### src/rtl/assert_macros.svh
// Assertion macros shared by the transcoder RTL files.
`ifndef ASSERT_MACROS_SVH
`define ASSERT_MACROS_SVH
`ifndef SYNTH
// Consequent must hold in the same cycle as the antecedent.
`define ASSERT_IMPLIES(label, clk, rst_n, ante, cons, msg) \
  label: assert property (@(posedge clk) disable iff (!rst_n) (ante) |-> (cons)) \
    else $error(msg);
// Consequent must hold in the cycle after the antecedent.
`define ASSERT_NEXT(label, clk, rst_n, ante, cons, msg) \
  label: assert property (@(posedge clk) disable iff (!rst_n) (ante) |=> (cons)) \
    else $error(msg);
`else
`define ASSERT_IMPLIES(label, clk, rst_n, ante, cons, msg)
`define ASSERT_NEXT(label, clk, rst_n, ante, cons, msg)
`endif
`endif

### src/rtl/u8cp_pkg.sv
// Types, constants and the CP850 reverse lookup for the UTF-8 to CP850 transcoder.
`default_nettype none
package u8cp_pkg;

  // Decoder phase
  typedef enum logic [1:0] {
    PH_IDLE,
    PH_TWO,
    PH_THREE_A,
    PH_THREE_B
  } phase_e;

  // One result item
  typedef struct packed {
    logic [7:0] out_byte;
    logic       substituted;
    logic       run_last;
    logic       string_done;
  } result_t;

  // Results produced by one input transfer
  typedef struct packed {
    logic [1:0] num;
    result_t    r0;
    result_t    r1;
  } push_t;

  // Outcome of the reverse table search
  typedef struct packed {
    logic       hit;
    logic [6:0] idx;
  } lookup_t;

  localparam logic [7:0] QMARK      = 8'h3F;
  localparam logic [7:0] ASCII_TOP  = 8'h80;
  localparam logic [7:0] LEAD2_MASK = 8'hE0;
  localparam logic [7:0] LEAD2_CODE = 8'hC0;
  localparam logic [7:0] LEAD3_MASK = 8'hF0;
  localparam logic [7:0] LEAD3_CODE = 8'hE0;

  // Unicode codepoints of CP850 bytes 0x80..0xFF
  localparam logic [15:0] UCS_TABLE [0:127] = '{
    16'h00C7, 16'h00FC, 16'h00E9, 16'h00E2, 16'h00E4, 16'h00E0, 16'h00E5, 16'h00E7,
    16'h00EA, 16'h00EB, 16'h00E8, 16'h00EF, 16'h00EE, 16'h00EC, 16'h00C4, 16'h00C5,
    16'h00C9, 16'h00E6, 16'h00C6, 16'h00F4, 16'h00F6, 16'h00F2, 16'h00FB, 16'h00F9,
    16'h00FF, 16'h00D6, 16'h00DC, 16'h00F8, 16'h00A3, 16'h00D8, 16'h00D7, 16'h0192,
    16'h00E1, 16'h00ED, 16'h00F3, 16'h00FA, 16'h00F1, 16'h00D1, 16'h00AA, 16'h00BA,
    16'h00BF, 16'h00AE, 16'h00AC, 16'h00BD, 16'h00BC, 16'h00A1, 16'h00AB, 16'h00BB,
    16'h2591, 16'h2592, 16'h2593, 16'h2502, 16'h2524, 16'h00C1, 16'h00C2, 16'h00C0,
    16'h00A9, 16'h2563, 16'h2551, 16'h2557, 16'h255D, 16'h00A2, 16'h00A5, 16'h2510,
    16'h2514, 16'h2534, 16'h252C, 16'h251C, 16'h2500, 16'h253C, 16'h00E3, 16'h00C3,
    16'h255A, 16'h2554, 16'h2569, 16'h2566, 16'h2560, 16'h2550, 16'h256C, 16'h00A4,
    16'h00F0, 16'h00D0, 16'h00CA, 16'h00CB, 16'h00C8, 16'h0131, 16'h00CD, 16'h00CE,
    16'h00CF, 16'h2518, 16'h250C, 16'h2588, 16'h2584, 16'h00A6, 16'h00CC, 16'h2580,
    16'h00D3, 16'h00DF, 16'h00D4, 16'h00D2, 16'h00F5, 16'h00D5, 16'h00B5, 16'h00FE,
    16'h00DE, 16'h00DA, 16'h00DB, 16'h00D9, 16'h00FD, 16'h00DD, 16'h00AF, 16'h00B4,
    16'h00AD, 16'h00B1, 16'h2017, 16'h00BE, 16'h00B6, 16'h00A7, 16'h00F7, 16'h00B8,
    16'h00B0, 16'h00A8, 16'h00B7, 16'h00B9, 16'h00B3, 16'h00B2, 16'h25A0, 16'h00A0
  };

  // Parallel compare against all entries; the highest matching index wins
  function automatic lookup_t ucs_lookup(input logic [15:0] cp);
    lookup_t res;
    res = '0;
    for (int i = 0; i < 128; i++) begin
      if (UCS_TABLE[i] == cp) begin
        res.hit = 1'b1;
        res.idx = 7'(i);
      end
    end
    return res;
  endfunction

endpackage
`default_nettype wire

### src/rtl/u8cp_outq.sv
// Three-entry result queue that absorbs up to two results per input transfer.
`default_nettype none
`include "assert_macros.svh"
module u8cp_outq (
  input  wire logic             clk_i,
  input  wire logic             rst_ni,
  input  wire u8cp_pkg::push_t  push_i,
  output logic                  room_o,
  output u8cp_pkg::result_t     head_o,
  output logic                  valid_o,
  input  wire logic             ready_i
);

  logic [1:0]        count_q, count_d;
  u8cp_pkg::result_t q_q [3];
  u8cp_pkg::result_t q_d [3];
  logic              pop;
  logic [1:0]        base;

  assign pop     = (count_q != 2'd0) && ready_i;
  assign base    = count_q - {1'b0, pop};
  assign valid_o = (count_q != 2'd0);
  assign head_o  = q_q[0];
  // Leave room for a two-result transfer
  assign room_o  = (count_q <= 2'd1);

  // Shift on pop, then append new results behind the survivors
  always_comb begin
    q_d[0] = pop ? q_q[1] : q_q[0];
    q_d[1] = pop ? q_q[2] : q_q[1];
    q_d[2] = q_q[2];
    for (int i = 0; i < 3; i++) begin
      if ((push_i.num != 2'd0) && (base == 2'(i))) begin
        q_d[i] = push_i.r0;
      end
      if ((push_i.num == 2'd2) && ((base + 2'd1) == 2'(i))) begin
        q_d[i] = push_i.r1;
      end
    end
    count_d = base + push_i.num;
  end

  // Hold entry count
  always_ff @(posedge clk_i or negedge rst_ni) begin
    if (!rst_ni) begin
      count_q <= 2'd0;
    end else begin
      count_q <= count_d;
    end
  end

  // Hold payload
  always_ff @(posedge clk_i) begin
    for (int i = 0; i < 3; i++) begin
      q_q[i] <= q_d[i];
    end
  end

  `ASSERT_IMPLIES(a_push_has_room, clk_i, rst_ni, push_i.num != 2'd0, room_o, "push without room")
  `ASSERT_IMPLIES(a_push_num_ok, clk_i, rst_ni, 1'b1, push_i.num != 2'd3, "push of three results")
  `ASSERT_NEXT(a_pop_drains, clk_i, rst_ni, pop && (push_i.num == 2'd0), count_q == $past(count_q) - 2'd1, "pop did not drain")

endmodule
`default_nettype wire

### src/rtl/utf8_to_cp850_transcoder.sv
// Top level of the UTF-8 to CP850 transcoder: sequence decoder, lookup and result queue.
// Results: the input transfer that completes a result writes it into the registered result
// queue, from whose head the master side is driven.
// Throughput: one byte per cycle while the master side is ready; after a byte that gives two
// results the slave side pauses until the three-entry result queue drains to one entry.
// Reset: asynchronous, active low; clears the decoder phase, codepoint and queue count.
`default_nettype none
`include "assert_macros.svh"
module utf8_to_cp850_transcoder (
  input  wire logic       clk_i,
  input  wire logic       rst_ni,
  input  wire logic       s_axis_tvalid,
  output logic            s_axis_tready,
  input  wire logic [7:0] s_axis_tdata,   // [7:0] in_byte
  input  wire logic       s_axis_tlast,   // string_last
  output logic            m_axis_tvalid,
  input  wire logic       m_axis_tready,
  output logic [7:0]      m_axis_tdata,   // [7:0] out_byte
  output logic [1:0]      m_axis_tuser,   // [0] substituted, [1] run_last
  output logic            m_axis_tlast    // string_done
);

  u8cp_pkg::phase_e  phase_q, phase_d;
  logic [15:0]       acc_q, acc_d;
  logic              s_fire;
  logic [7:0]        b;
  logic              last;
  logic [15:0]       cp;
  u8cp_pkg::lookup_t lk;
  u8cp_pkg::result_t map_res;
  u8cp_pkg::push_t   push;
  logic              room;
  u8cp_pkg::result_t head;

  assign s_fire = s_axis_tvalid && s_axis_tready;
  assign b      = s_axis_tdata;
  assign last   = s_axis_tlast;
  assign s_axis_tready = room;

  // Map a finished codepoint
  assign cp = acc_q | {10'd0, b[5:0]};
  assign lk = u8cp_pkg::ucs_lookup(cp);
  always_comb begin
    map_res = '0;
    if (lk.hit) begin
      map_res.out_byte = {1'b1, lk.idx};
    end else if (cp < 16'h0080) begin
      map_res.out_byte = cp[7:0];
    end else begin
      map_res.out_byte    = u8cp_pkg::QMARK;
      map_res.substituted = 1'b1;
    end
  end

  // Decode the current byte against the held sequence
  always_comb begin
    phase_d = phase_q;
    acc_d   = acc_q;
    push    = '0;
    unique case (phase_q)
      u8cp_pkg::PH_IDLE: begin
        if (b < u8cp_pkg::ASCII_TOP) begin
          push.num         = 2'd1;
          push.r0.out_byte = b;
        end else if (((b & u8cp_pkg::LEAD2_MASK) == u8cp_pkg::LEAD2_CODE) && !last) begin
          acc_d   = {5'd0, b[4:0], 6'd0};
          phase_d = u8cp_pkg::PH_TWO;
        end else if (((b & u8cp_pkg::LEAD3_MASK) == u8cp_pkg::LEAD3_CODE) && !last) begin
          acc_d   = {b[3:0], 12'd0};
          phase_d = u8cp_pkg::PH_THREE_A;
        end else begin
          push.num            = 2'd1;
          push.r0.out_byte    = u8cp_pkg::QMARK;
          push.r0.substituted = 1'b1;
        end
      end
      u8cp_pkg::PH_THREE_A: begin
        if (last) begin
          // String cut short: drop the lead as '?', then the byte on its own
          push.num            = 2'd2;
          push.r0.out_byte    = u8cp_pkg::QMARK;
          push.r0.substituted = 1'b1;
          if (b < u8cp_pkg::ASCII_TOP) begin
            push.r1.out_byte = b;
          end else begin
            push.r1.out_byte    = u8cp_pkg::QMARK;
            push.r1.substituted = 1'b1;
          end
          phase_d = u8cp_pkg::PH_IDLE;
        end else begin
          acc_d   = acc_q | {4'd0, b[5:0], 6'd0};
          phase_d = u8cp_pkg::PH_THREE_B;
        end
      end
      u8cp_pkg::PH_TWO, u8cp_pkg::PH_THREE_B: begin
        push.num = 2'd1;
        push.r0  = map_res;
        phase_d  = u8cp_pkg::PH_IDLE;
      end
      default: begin
        phase_d = u8cp_pkg::PH_IDLE;
      end
    endcase
    if (phase_d == u8cp_pkg::PH_IDLE) begin
      acc_d = 16'd0;
    end
    // Mark the last result of this transfer
    if (push.num == 2'd2) begin
      push.r1.run_last    = 1'b1;
      push.r1.string_done = last;
    end else begin
      push.r0.run_last    = 1'b1;
      push.r0.string_done = last;
    end
    if (!s_fire) begin
      push.num = 2'd0;
    end
  end

  // Advance decoder state on each input transfer
  always_ff @(posedge clk_i or negedge rst_ni) begin
    if (!rst_ni) begin
      phase_q <= u8cp_pkg::PH_IDLE;
      acc_q   <= 16'd0;
    end else if (s_fire) begin
      phase_q <= phase_d;
      acc_q   <= acc_d;
    end
  end

  u8cp_outq u_outq (
    .clk_i   (clk_i),
    .rst_ni  (rst_ni),
    .push_i  (push),
    .room_o  (room),
    .head_o  (head),
    .valid_o (m_axis_tvalid),
    .ready_i (m_axis_tready)
  );

  assign m_axis_tdata = head.out_byte;
  assign m_axis_tuser = {head.run_last, head.substituted};
  assign m_axis_tlast = head.string_done;

  `ASSERT_NEXT(a_last_idles, clk_i, rst_ni, s_fire && s_axis_tlast, phase_q == u8cp_pkg::PH_IDLE, "phase not idle after string end")
  `ASSERT_IMPLIES(a_last_gives_result, clk_i, rst_ni, s_fire && s_axis_tlast, push.num != 2'd0, "string end without result")
  `ASSERT_IMPLIES(a_done_is_run_last, clk_i, rst_ni, m_axis_tvalid && m_axis_tlast, m_axis_tuser[1], "string_done without run_last")
  `ASSERT_IMPLIES(a_idle_acc_clear, clk_i, rst_ni, phase_q == u8cp_pkg::PH_IDLE, acc_q == 16'd0, "codepoint not clear while idle")

endmodule
`default_nettype wire
### config.mk
export PLATFORM = sky130hd
export DESIGN_NAME = utf8_to_cp850_transcoder
export DESIGN_NICKNAME = d
export VERILOG_FILES = /design/src/rtl/u8cp_pkg.sv /design/src/rtl/u8cp_outq.sv /design/src/rtl/utf8_to_cp850_transcoder.sv
export VERILOG_INCLUDE_DIRS = /design/src /design/src/rtl
export SDC_FILE = /design/constraint.sdc
export NUM_CORES = 1
export LEC_CHECK = 0
export BUFFER_PORTS_ARGS = -buffer_cell sky130_fd_sc_hd__buf_4
export CORE_MARGIN = 4
export CORE_UTILIZATION = 25
export DETAILED_ROUTE_END_ITERATION = 7
export GPL_TIMING_DRIVEN = 0
export PLACE_DENSITY = 0.44
export SETUP_SLACK_MARGIN = 0.5
export SYNTH_ARGS = -nofsm -noshare
export SYNTH_HDL_FRONTEND = slang
export SYNTH_SLANG_ARGS = --single-unit
### constraint.sdc
create_clock -name clk_i -period 7.6 [get_ports clk_i]
set_input_delay 1.14 -clock clk_i [delete_from_list [all_inputs] [get_ports clk_i]]
set_output_delay 1.14 -clock clk_i [all_outputs]
set_load 0.1 [all_outputs]
==> metrics.md, run 1 <==
| Metric | Value |
|---|---|
| CP required | slightly below 8000 ps |
| Dpl cell area | 0.00586 mm^2 |
| Final setup vio count | 0 |
| Post-synth ARST share | between 20% and 30% |
| Chip height | ~150 um |
| Fin nets | ~730 |
| Crit-path slowest cell | a221oi_1 |
| Slew HR | about a quarter |
| Crit-path max cell delay | around 800 ps |
| Tcrit/Tclk final | 56.5% |
| Startpoint Class | input pin |
| IO Port Bufs | 25 |
| Total die area | 0.0237 mm^2 |
| Ys Warns | 0 |
| Worst Setup SP | s_axis_tdata[0] |
| Mapped Avg Cell Area | 7.76 um^2 |
| Final core utilization | 28.7% |
| Area of the multi-input gates | 0.00348 mm^2 |
| Boundary Pins | 26 |
| Gpl congestion | ~1.0 |
| Layout area overhead | 12.8% |
| Worst Path Arrival | between 4000 and 5000 ps |
| Hold Crit Start | u_outq.q_q[0][21]$_DFFE_PP_ |
| Synth Net Count | between 700 and 800 |
| Mapped Cells | 686 |
| Number of max-cap violations | 0 |
| Placed insts | 986 |
| FP Rows | 53 |
| Drc violations | 0 |
| RR Startpoint | acc_q[15]$_DFFE_PN0P_ |
| Critical path type | in -> reg |
| Worst min-delay path class | reg -> reg |
| Sw frac | a little over half |
| Clock buffer depth | 2 |
| CTS tree | built |
| Clock Root Buffer | clkbuf_16 |
| Status | finished clean |
| # hold bufs at CTS | 0 |
| Simple-Gate Fraction of Synth Area | 35.7% |
| Post CTS Setup Buffer Count | 0 |
| Starting Density | 25.4% |
| Hold Violations, Final | 0 |
| Register area share after synthesis | 25.2% |
| CTS buffer count | 5 |
| Vias/cell | between 6 and 7 |
| Die Span X | roughly 150 um |
| Clock power share | between 10% and 20% |
| Cell area after synthesis | ~0.0053 mm^2 |
| Share of power burned in combinational logic | just over 60% |
| Netlist cell types | 94 |
| Crit. End Element | flop |
| Post_cts resized | 0 |
| Post-route cell area | between 0.006 and 0.007 mm^2 |
| Mux contribution to synthesized area | less than 1% |
| Final min period | 4300 ps |
| Post-DP HPWL | between 15 and 20 mm |
| Flop pwr share | 24.9% |
| Layout cells sized above 1 | 16.8% |
| GRT overflow | 0 |
| CTS clk-pin slew, worst paths | about 70 ps |
| Routed WL per cell | between 20 and 30 um |
| First-pass GRT wire length | 37.7 mm |
| Final Skew | approximately 8.6 ps |
| Setup TNS | 0 ps |
| Core area | 0.0210 mm^2 |
| Post-route ant nets | 0 |
| Cell Count, Final, Fillers Out | between 900 and 1000 |
| Synth Area in Compound Gates | 27.5% |
| Antenna violations before repair | 0 |
| Worst-skew pair later-pin latency | between 200 and 300 ps |
| Largest net degree at the start of global routing | 16 |
| Worst-Margin Slew | around 1100 ps |
| Post-synth EDFFs | 33 |
| RSZ-0062 raised after global routing | false |
| Vias | roughly 6200 |
| Fillers | ~2400 |
| Tot GR Track Use | between 20% and 30% |
| Int Pwr | 774 uW |
| H-tree levels | 2 |
| Clock Sinks | 47 |
| Most used DFF post-synth | edfxtp_1 |
| Largest family of logic cells by synthesized area | simple AND/OR/NAND/NOR gates |
| Xor/xnor share of the synthesized area | ~1.5% |
| Vias in the first global route | approximately 6000 |
| Sw power | just under 900 uW |
| N_diodes | 0 |
| VDD IR max | approximately 0.00010 V |
| Pre-Repair DR Iteration Count | 5 |
| Starting DRT DRC Count | 854 |
| Leakage | 0.00210 uW |
| F_max | between 0.2 and 0.25 GHz |
| #FFs+latches synth | 47 |
| Critical Path Fanout Max | 10 |
| Count of final max-slew check failures | 0 |
| Adder-Cell Fraction of Synth Area | less than 1% |
| CP cell instances | buf_4 > buf_2 > buf_2 > or2_2 > o22ai_1 > a221oi_1 > o21ai_0 > or3b_1 > or4_4 > o31ai_4 > nor2_1 > o22ai_1 |
| WL final | around 25 mm |
| Register area | roughly 0.0013 mm^2 |
| Power per Cell Area | around 270 mW/mm^2 |
[state kept, by name (all words and copies together), names as in the netlist]
register and count:
u_outq.q_q 33, acc_q 10, phase_q 2, u_outq.count_q 2
[worst paths after layout]
check	cells after the start	endpoint	slack (ps)
worst max-delay path	12	u_outq.q_q[0][13]$_DFFE_PP_	3300
worst min-delay path	2	u_outq.q_q[0][10]$_DFFE_PP_	550
worst max register to register	9	u_outq.q_q[0][3]$_DFFE_PP_	3640
worst min register to register	2	u_outq.q_q[0][10]$_DFFE_PP_	550
max in group asynchronous	1	u_outq.count_q[0]$_DFF_PN0_	6740
min in group asynchronous	1	acc_q[7]$_DFFE_PN0P_	680
[per-layer routing]
metal,vias up,GRT usage (%),share of wire (%)
li1,2718,-,-
met1,2912,27.0,40
met2,458,30.9,42
met3,123,3.15,10
met4,0,12.7,7.8
met5,-,0,0
[cell usage after synthesis (6+ instances only)]
| master | n | area [um^2] |
|---|---|---|
| nor2_1 | 80 | 300 |
| and3_1 | 7 | 43.8 |
| a31oi_1 | 9 | 56.3 |
| inv_1 | 13 | 48.8 |
| buf_4 | 20 | 150 |
| nand4_1 | 11 | 68.8 |
| nor3_1 | 16 | 80.1 |
| o22ai_1 | 24 | 150 |
| and2_1 | 6 | 37.5 |
| a21oi_1 | 22 | 110 |
| nor4_1 | 17 | 106 |
| or4_1 | 7 | 52.6 |
| o21ai_0 | 51 | 255 |
| edfxtp_1 | 33 | 991 |
| a211oi_1 | 8 | 60.1 |
| o211ai_1 | 12 | 90.1 |
| nand2_1 | 59 | 221 |
| buf_6 | 10 | 113 |
| nor2b_1 | 8 | 50.1 |
| clkbuf_1 | 21 | 78.8 |
| dfrtp_1 | 14 | 350 |
| or2_2 | 7 | 43.8 |
| nand4b_1 | 7 | 61.3 |
| nand3_1 | 42 | 210 |
| a22o_1 | 10 | 87.6 |
| buf_2 | 17 | 85.1 |
| a41oi_1 | 6 | 52.6 |
| nand2b_1 | 13 | 81.3 |
[power by group through the flow]
stage          clock (uW)  sequential (uW)  combinational [uW]
6_report              220              410                1020
5_1_grt               233              419                1080
4_1_cts               224              410                1000
3_5_place_dp            0              414                 999
3_3_place_gp            0              414                1010
2_1_floorplan           0              425                 716
[final cells by class]
| cell class | instances | area share (%) |
|---|---|---|
| Multi-Input combinational cell | 553 | 58.0 |
| Clock inverter | 3 | 0.292 |
| Tap cell | 275 | 5.73 |
| Timing Repair Buffer | 25 | 3.13 |
| Inverter | 13 | 0.812 |
| Sequential cell | 47 | 22.3 |
| Buffer | 73 | 7.60 |
| Clock buffer | 5 | 2.08 |
[worst max-delay path, delay by kind of cell]
family | cells | cell delay, ps
and+or+nand+nor | 4 | 1280
buffers and inverters | 3 | 520
AOI/OAI and AO/OA | 5 | 1500
[placed cells by master, fill, tap and decap left out, types with 6 or more instances in the layout]
cell type	instances
o211ai_1	12
a21oi_1	22
dfrtp_1	14
or2_2	7
nand2b_1	13
a22o_1	10
clkbuf_1	21
buf_6	10
buf_2	17
nor2b_1	8
a31oi_1	9
nor4_1	16
a211oi_1	8
edfxtp_1	33
and2_1	6
nand4b_1	7
nand2_1	59
nor2_1	80
nor3_1	16
nand3_1	42
or4_1	7
nand4_1	11
a41oi_1	6
o22ai_1	24
o21ai_0	51
inv_1	13
and3_1	7
buf_4	45
[cell families (layout without fill, tap and decap cells)]
kind of cell	after synthesis	in the layout
AOI/OAI and AO/OA	208	208
xor gates and xnor gates	8	8
adders and majority gates	2	2
buffers and inverters	86	119
DFF	47	47
muxes	1	1
and+or+nand+nor	334	334
[stage by stage]
step                      worst slack, ps  hold WS (ps)  power [uW]
after floorplan                      3700           499        1140
after global placement               3040           526        1430
after detailed placement             3070           530        1410
after CTS                            3380           549        1640
after global routing                 3150           589        1740
final                                3300           550        1650
No activity file was read; power rests on OpenSTA's default activity.
==> run 2, diff against run 1 <==
--- a/config.mk
+++ b/config.mk
@@ -11,7 +11,7 @@
 export CORE_UTILIZATION = 25
 export DETAILED_ROUTE_END_ITERATION = 7
 export GPL_TIMING_DRIVEN = 0
-export PLACE_DENSITY = 0.44
+export PLACE_DENSITY = 0.46
 export SETUP_SLACK_MARGIN = 0.5
 export SYNTH_ARGS = -nofsm -noshare
 export SYNTH_HDL_FRONTEND = slang
==> constraint.sdc (replaced) <==
create_clock -name clk_i -period 3.52 [get_ports clk_i]
set_input_delay 0.528 -clock clk_i [delete_from_list [all_inputs] [get_ports clk_i]]
set_output_delay 0.528 -clock clk_i [all_outputs]
set_load 0.1 [all_outputs]
==> run 2 against run 1 <==
Compared with the run above: cell count up 5.6%; non-clock buffer count increased by 56; flip-flop and latch count did not move; global-route usage increased by 1.3 points; wire length grew 5.7%; first-iteration DRC count grew 5.4%; via count rose by 3.3%; critical path depth is 1 lower; clock power grew to 2.5 times the previous value; critical endpoint is now u_outq.q_q[0][4]$_DFFE_PP_; highest routed layer unchanged.
==> metrics.md, run 2 (synthesized netlist as in run 1, its figures left out) <==
| Metric | Value |
|---|---|
| Post-route ant nets | 0 (unchanged) |
| Final min period | 3340 ps |
| Power, Total | 4020 uW (+140%) |
| CTS tree | built |
| Fillers | 2263 (-4.1%) |
| Vias/cell | 6.11 (-2.2%) |
| Worst min-delay path class | in -> async |
| RSZ-0062 raised after global routing | true |
| Critical Path Fanout Max | 8 (-2) |
| FP Rows | 53 (unchanged) |
| Post-DP HPWL | 19.7 mm (+4.9%) |
| Status | finished clean |
| Worst-Margin Slew | 1310 ps (+204 ps) |
| CTS clk-pin slew, worst paths | 70 ps (about the same) |
| Chip height | 154 um (unchanged) |
| Clock Root Buffer | clkbuf_16 |
| First-pass GRT wire length | 40.2 mm (+6.7%) |
| Layout cells sized above 1 | 35.1% (+18 points) |
| Critical path type | reg -> reg |
| Number of max-cap violations | 0 (unchanged) |
| Clock Sinks | 47 (unchanged) |
| Dpl cell area | 0.00588 mm^2 (+0.34%) |
| Core area | 0.0210 mm^2 (unchanged) |
| WL final | 26.5 mm (+5.7%) |
| Final Skew | 6.39 ps (-2.16 ps) |
| Largest regs | u_outq.q_q x33, acc_q x10 |
| Hold Violations, Final | 0 (unchanged) |
| Most frequent cells in the layout | 97 x buf_4, 75 x nor2_1, 52 x nand2_1 |
| Drc violations | 0 (unchanged) |
| Tcrit/Tclk final | 94.9% |
| VDD IR max | 0.000237 V (+130%) |
| Boundary Pins | 26 (unchanged) |
| Starting Density | 25.4% (unchanged) |
| Vias | 6415 (+3.3%) |
| Startpoint Class | flop |
| Max reg flops | 33 (unchanged) |
| Tot GR Track Use | 21.7% (+1.3 points) |
| Total die area | 0.0237 mm^2 (unchanged) |
| Antenna violations before repair | 0 (unchanged) |
| Post-route cell area | 0.00720 mm^2 (+20%) |
| Layout area overhead | 35.2% |
| Fin nets | 789 (+7.6%) |
| Power per Cell Area | 559 mW/mm^2 (+100%) |
| Commonest non-fill, non-tap cell in the layout | buf_4 |
| Crit. End Element | flop |
| CTS buffer count | 5 (unchanged) |
| Gpl congestion | 1.01 (-3.4%) |
| F_max | ~0.3 GHz |
| CP required | 3530 ps (-4200 ps) |
| Leakage | 0.00257 uW (+23%) |
| Worst Path Arrival | 3350 ps (-1080 ps) |
| GRT overflow | 0 (unchanged) |
| H-tree levels | 2 (unchanged) |
| Vias in the first global route | 6282 (+6.5%) |
| Die Span X | 154 um (unchanged) |
| Largest net degree at the start of global routing | 17 (+1) |
| Worst-skew pair later-pin latency | 290 ps (about the same) |
| Fin Hold WS | 67.4 ps (-482 ps) |
| IO Port Bufs | 25 (unchanged) |
| Pre-Repair DR Iteration Count | 6 (+1) |
| Clock buffer depth | 2 (unchanged) |
| N_diodes | 0 (unchanged) |
| Starting DRT DRC Count | 900 (+5.4%) |
| Routed WL per cell | 25.2 um (about the same) |
| Final setup vio count | 0 (unchanged) |
| Slew HR | 11.8% (-14 points) |
| Count of final max-slew check failures | 0 (unchanged) |
| Top reg by flops | u_outq.q_q |
-- run 2: cell count changes in the layout (fill, tap and decap cells not counted), sizes merged --
cell / previous run / this run
clkbuf: 26 / 28
buf: 77 / 131
inv: 14 / 13
clkinv: 1 / 0
clkinvlp: 1 / 2
bufinv: 0 / 1
-- run 2: worst paths after layout --
kind	cells past startpoint	endpoint	slack, ps	startpoint
min in group clk_i	3	u_outq.count_q[1]$_DFF_PN0_	550	s_axis_tvalid
setup / recovery	11	u_outq.q_q[0][4]$_DFFE_PP_	180	acc_q[6]$_DFFE_PN0P_
hold / removal	1	acc_q[9]$_DFFE_PN0P_	70	rst_ni
hold reg to reg	2	u_outq.q_q[0][14]$_DFFE_PP_	560	u_outq.q_q[0][25]$_DFFE_PP_
max in group asynchronous	1	acc_q[14]$_DFFE_PN0P_	3270	rst_ni
setup reg to reg	11	u_outq.q_q[0][4]$_DFFE_PP_	180	acc_q[6]$_DFFE_PN0P_
-- run 2: repair_timing --
| action | 4_1_cts | 5_1_grt |
|---|---|---|
| pin swaps | 39 | 37 |
| setup buffers | 43 | 12 |
| gates resized for setup | 127 | 47 |
| hold buffers | 0 | 0 |
| setup endpoints to repair | 38 | 61 |
| cloned | 1 | 0 |
-- run 2: worst max-delay path: stages, from the launching register on --
cell and delay, ps:
dfrtp_2 450, buf_6 150, or4bb_4 590, buf_4 180, o32ai_4 340, o21ai_2 140, nor3b_2 170, or3b_4 280
nor4_4 50, or4_4 510, nand3_2 80, o211ai_1 110
-- run 2: area by class of cell --
cell class	count	area, um^2	share of cell area (%)
sequential	47	1350	18.7
multi-input combinational	553	4100	57.0
tap	275	344	4.78
timing repair buffer	81	647	8.99
clock buffer	5	125	1.74
clock inverter	3	46.3	0.643
buffer	73	534	7.42
inverter	13	52.6	0.730
-- run 2: per-stage QoR --
| step | utilization (%) | setup slack, ps | instances | setup TNS [ps] |
|---|---|---|---|---|
| after floorplan | - | 505 | 686 | 0 |
| after global placement | 28.0 | -598 | 986 | -14260 |
| after detailed placement | 28.0 | -560 | 986 | -12700 |
| after CTS | 33.1 | 306 | 1038 | 0 |
| after global routing | 34.4 | 107 | 1050 | 0 |
| final | 34.4 | 180 | 1050 | 0 |
-- run 2: where the power goes --
group          switching (uW)  internal (uW)  total, uW  leakage, uW
Combinational            1780            791       2570      0.00200
Sequential               69.9            826        896     0.000491
Clock                     219            338        557    0.0000804
-- run 2: layer usage --
metal | track usage [%] | part of all wire, %
met1 | 28.1 | 41
met2 | 34.8 | 44
met3 | 2.36 | 7.2
met4 | 12.4 | 7.3
met5 | 0 | 0
